$ cat src/bisort_pkg.sv
// types and constants shared by the binary insertion sorter
package bisort_pkg;

    localparam int KEY_W = 32;

    typedef logic signed [KEY_W-1:0] key_t;

    typedef struct packed {
        key_t sort_key;
        logic final_key;
    } in_item_t;

    typedef struct packed {
        key_t sorted_key;
        logic end_of_run;
        logic overflowed;
    } out_item_t;

    typedef struct packed {
        logic insert;
        logic shift;
    } cell_ctrl_t;

    typedef struct packed {
        key_t key;
        logic gt;
        logic occupied;
    } cell_link_t;

    typedef enum logic [1:0] {
        ST_LOAD = 2'b01,
        ST_EMIT = 2'b10
    } sorter_state_t;

endpackage

$ cat src/bisort_cell.sv
// one cell of the insertion chain: holds a key, compares, shifts up or down
module bisort_cell
    import bisort_pkg::*;
(
    input  logic       aclk,
    input  cell_ctrl_t ctrl,
    input  key_t       new_key,
    input  logic       occupied,
    input  cell_link_t left,
    input  key_t       right_key,
    output cell_link_t link
);

    key_t key_reg;
    key_t key_next;
    logic gt;

    assign gt            = occupied && (key_reg > new_key);
    assign link.key      = key_reg;
    assign link.gt       = gt;
    assign link.occupied = occupied;

    always_comb begin
        key_next = key_reg;
        priority if (ctrl.shift) begin
            key_next = right_key;
        end else if (ctrl.insert) begin
            priority if (left.gt) begin
                key_next = left.key;
            end else if (left.occupied && (gt || !occupied)) begin
                key_next = new_key;
            end else begin
                key_next = key_reg;
            end
        end else begin
            key_next = key_reg;
        end
    end

    always_ff @(posedge aclk) begin
        key_reg <= key_next;
    end

endmodule

$ cat config.mk
export PLATFORM = sky130hd
export DESIGN_NAME = bisort_cell
export DESIGN_NICKNAME = d
export VERILOG_FILES = /design/src/bisort_pkg.sv /design/src/bisort_cell.sv
export SDC_FILE = /design/constraint.sdc
export NUM_CORES = 1
export LEC_CHECK = 0
export ABC_AREA = 1
export BUFFER_PORTS_ARGS = -buffer_cell sky130_fd_sc_hd__buf_2
export CAP_MARGIN = 20
export CORE_MARGIN = 3
export CORE_UTILIZATION = 40
export DETAILED_ROUTE_END_ITERATION = 10
export PLACE_DENSITY = 0.68
export SLEW_MARGIN = 5
export SYNTH_ARGS = -nofsm -noshare
export SYNTH_HDL_FRONTEND = slang
export SYNTH_SLANG_ARGS = --single-unit
$ cat constraint.sdc
create_clock -name aclk -period 4 [get_ports aclk]
set_input_delay 0 -clock aclk [delete_from_list [all_inputs] [get_ports aclk]]
set_output_delay 0 -clock aclk [all_outputs]
set_load 0.005 [all_outputs]
After elaboration in Yosys (flattened, before gate mapping)

Cells that the tools add are included.

Word-level logic and storage cells: 13
Output and inout bits: 34
Latch bits: 0
Memory bits (writable): 0
Bits in registers: 32
Input bits: 102
Memories: 0
Bits in read-only memories: 0

Mux-type cells: 4
Reductions and logical operators: 7
Div/mod/pow operators: 0
$add $sub $neg: 0
Eq/ne operators: 0
Bitwise gates (word level): 0
Multiply operators: 0
Shift operators: 0
Order comparisons: 1

Operators with widths:

| kind                | count |
|---|---|
| 2-to-1 mux 32 bit   | 4 |
| > comparator 32 bit | 1 |
| nonzero test 3 bit  | 1 |
| logical AND 1 bit   | 2 |
| AND reduction 2 bit | 1 |
| nonzero test 2 bit  | 1 |
| zero test 1 bit     | 1 |
| logical OR 1 bit    | 1 |

Depth between registers and ports, before layout

Depth in word-level cells: 8
Mapped depth: 18
Mapped depth without buffers: 18

Least setup slack after synthesis

No wires, ideal clock.

Kind: reg2reg
Start point: register key_reg[31]
End point: register key_reg[0], enable pin
Data required time: 3600 ps
Slack: 1131 ps
Period minus slack after synthesis: 2869 ps
Setup time: 400 ps
Data arrival time: 2469 ps
Cell stages (with the launch flop): 12
Path buffers: 0
Cells stage by stage: edfxtp_1 > ha_1 > nand2_1 > nor2_2 > nand2_2 > nor4_4 > nand2_1 > nand3_1 > nand3_2 > nand2_1 > nand2_1 > a21oi_2

Word-level cells in the longest chain between the ends: 6

RTL lines:

| item                                 | line              | source |
|---|---|---|
| start: declaration                   | bisort_cell.sv:14 | `key_t key_reg;` |
| start signal: assignment             | bisort_cell.sv:41 | `key_reg <= key_next;` |
| > comparator 32 bit                  | bisort_cell.sv:18 | `assign gt = occupied && (key_reg > new_key);` |
| logical AND 1 bit                    | bisort_cell.sv:18 |  |
| logical OR 1 bit                     | bisort_cell.sv:30 | `end else if (left.occupied && (gt \|\| !occupied)) begin` |
| logical AND 1 bit                    | bisort_cell.sv:30 |  |
| nonzero test 3 bit (no source line)  | n/a               |  |
| AND reduction 2 bit (no source line) | n/a               |  |

Every way passes these cells.
A chain may end at the register's enable or synchronous reset.

Final worst setup path

Start point: register key_reg[31]
End point: register key_reg[1], enable pin

The elaborated chain is that of the path after synthesis.

==> summary.txt <==
Final hold vios = 0
I/O pins = 136
Max-slew headroom = 0.372
Synthesized flop and latch total = 32
Max Cap Viol = 0
Vias in the first global route = 2541
Sequential fraction of the synthesis area = 0.374
Layout cells sized above 1 = 0.341
Htree depth = 2
Setup WS post-layout = 1.21 ns
Tmin final = 2.79 ns
Worst setup EP type = flip-flop
Pwr dens = 272 nW/um^2
Post-CTS Setup Inserts = 0
Placer Congestion = 0.798
Cell Area, Synth = 2570 um^2
CP max-delay cell = a21oi_4
Hold Crit Depth = 2
Hold crit path type = in -> reg
Max Slew Vio Count = 0
Worst flop-to-flop path startpoint = key_reg[31]
Total number of vias = 2551
DRT Wirelength = 6.89 mm
Gr ovfl total = 0
Initial antenna violation count = 0
Critical Path Max Stage Delay = 0.49 ns
Later-pin clock latency in the skew report = 0.28 ns
Final TNS setup = 0 ns
CP arrival = 2.76 ns
Crit-path cells = ha_1 > nand2_1 > nor2_2 > nand2_2 > nor4_4 > nand2_1 > nand3_1 > nand3_2 > nand2_1 > nand2_1 > a21oi_4 > buf_4
Cell mode on critical path = nand2_1
Number of setup violations in the final report = 0
Nets = 583
LEAKAGE = 1.80 nW
TritonCTS Buffers = 5
Global-route wire length before repair = 11.1 mm
Syn avg cell area = 8.63 um^2
Width of the die = 86.2 um
Reg2reg setup slack = 1.21 ns
Worst R2R Path Depth = 12
Status = complete, no violations
Placement Setup Slack = 1.18 ns
Skew final = 0.00781 ns
Post-cts resize count = 0
Worst Path Required = 3.97 ns
Hold path startpoint = right_key[24]
DRC viols = 0
Worst Setup SP = key_reg[31]
Commonest non-fill, non-tap cell in the layout = buf_2
GRT Total Usage = 0.186
Detailed-router iteration count before antenna repair = 4
Clk sink count = 32
Synth warn = 0
Synth Instances = 298
Final critical-path share of the clock period = 0.698
Synth Net Count = 432
Crit start category = flip-flop
Clk pin slew, worst setup/hold paths = 0.07 ns
Worst Hold End = key_reg[24]
Placed inst area = 3290 um^2
Final hold slack = 0.00448 ns
Die height = 86.2 um
Via-per-instance ratio = 4.87
CP Class = reg -> reg
Peak supply drop = 131 uV
Max reg flops = 32
Reg2reg end = key_reg[1]
Crit-path max FO = 17
Post-layout instance area = 3590 um^2
HPWL after DPL = 5.14 mm
Initial core utilization = 0.424
Area growth from synthesis to layout = 39.5%
Finished Core Util = 0.592
Largest net degree at the start of global routing = 63
Rows = 28
Buffers on Ports = 135
Longest Clk Path Bufs = 2
Unique masters post-synth = 26
Antenna cells = 0
Most frequent cells in the layout = buf_2 (135), nand2_1 (68), inv_1 (39)
Starting DRT DRC Count = 54
Unrepaired setup endpoints after global routing = false
ANT nets after route = 0
CTS tree = built
Core area = 6060 um^2
Die Footprint = 7430 um^2
Fmax = 358 MHz
CTS Root Cell = clkbuf_8
Actual transition at the worst max-transition pin = 0.940 ns
Drt wl/cell = 13.1 um
-- stage by stage --
| stage | instances | total power, mW |
|---|---|---|
| after detailed placement | 495 | 0.737 |
| after CTS | 524 | 0.987 |
| after global placement | 495 | 0.730 |
| final | 524 | 0.977 |
| after floorplan | 298 | 0.614 |
| after global routing | 524 | 1.05 |
-- power breakdown --
part / switching (mW) / leakage [nW] / internal (mW)
logic: 0.160 / 1.44 / 0.155
clock network: 0.117 / 0.0391 / 0.115
registers: 0.0175 / 0.316 / 0.414
-- logic make-up (layout without fill, tap and decap cells) --
kind of cell	after synthesis	count (layout)	share of synthesized area
AOI/OAI and AO/OA	86	86	0.234
adders and majority gates	32	32	0.156
buffers and inverters	58	209	0.0905
DFF	32	32	0.374
and+or+nand+nor	90	90	0.146
-- Yosys cell counts, drive strengths merged --
cell type  count  area (um^2)
nand2         69          262
inv           42          158
edfxtp        32          961
ha            32          400
o21a          31          234
o211ai        29          218
a21oi         21          120
nor2          15         61.3
clkbuf         9         33.8
buf            6         37.5
nand3          3         20.0
o21ai          3         15.0
a21o           2         15.0
nand4          2         12.5
clkinv         1         3.75
nor4           1         21.3
-- layout make-up --
| type | count | area (um^2) |
|---|---|---|
| clock buffers | 5 | 68.8 |
| clock inverters | 2 | 7.51 |
| fillers | 576 | 2470 |
| inverters | 43 | 161 |
| multi-input cells | 208 | 1390 |
| flip-flops and latches | 32 | 961 |
| well taps | 75 | 93.8 |
| repair buffers | 159 | 911 |
-- timing repair --
action	CTS	global route
hold buffers	22	0
hold endpoints to repair	22	0
endpoints found under the setup margin	0	0
-- worst max path at each step --
| stage | slack, ns | end | cells after the start |
|---|---|---|---|
| 3_5_place_dp | 1.18 | key_reg[2] | 12 |
| 6_report | 1.21 | key_reg[1] | 12 |
| 5_1_grt | 0.93 | key_reg[4] | 12 |
| 3_3_place_gp | 1.25 | key_reg[13] | 12 |
| 4_1_cts | 1.18 | key_reg[6] | 12 |
| 2_1_floorplan | 1.13 | key_reg[0] | 11 |
-- critical path: cells and delay by family (launching register included) --
kind,cells,cell delay [ns]
AND/OR/NAND/NOR,9,0.89
AO/OA/AOI/OAI,1,0.49
flip-flops,1,0.38
adder cells (fa/ha/maj),1,0.35
buffers and inverters,1,0.35
-- layer usage --
| layer | share of wire | global-route usage | vias to the layer above | routed length, um |
|---|---|---|---|---|
| met4 | 0.014 | 0.0680 | 0 | 95 |
| met2 | 0.48 | 0.327 | 85 | 3320 |
| li1 | - | - | 1327 | - |
| met5 | 0 | 0 | - | 0 |
| met1 | 0.43 | 0.224 | 1131 | 2960 |
| met3 | 0.074 | 0.0390 | 8 | 509 |
Note: power is estimated with default switching activity, not from simulation.
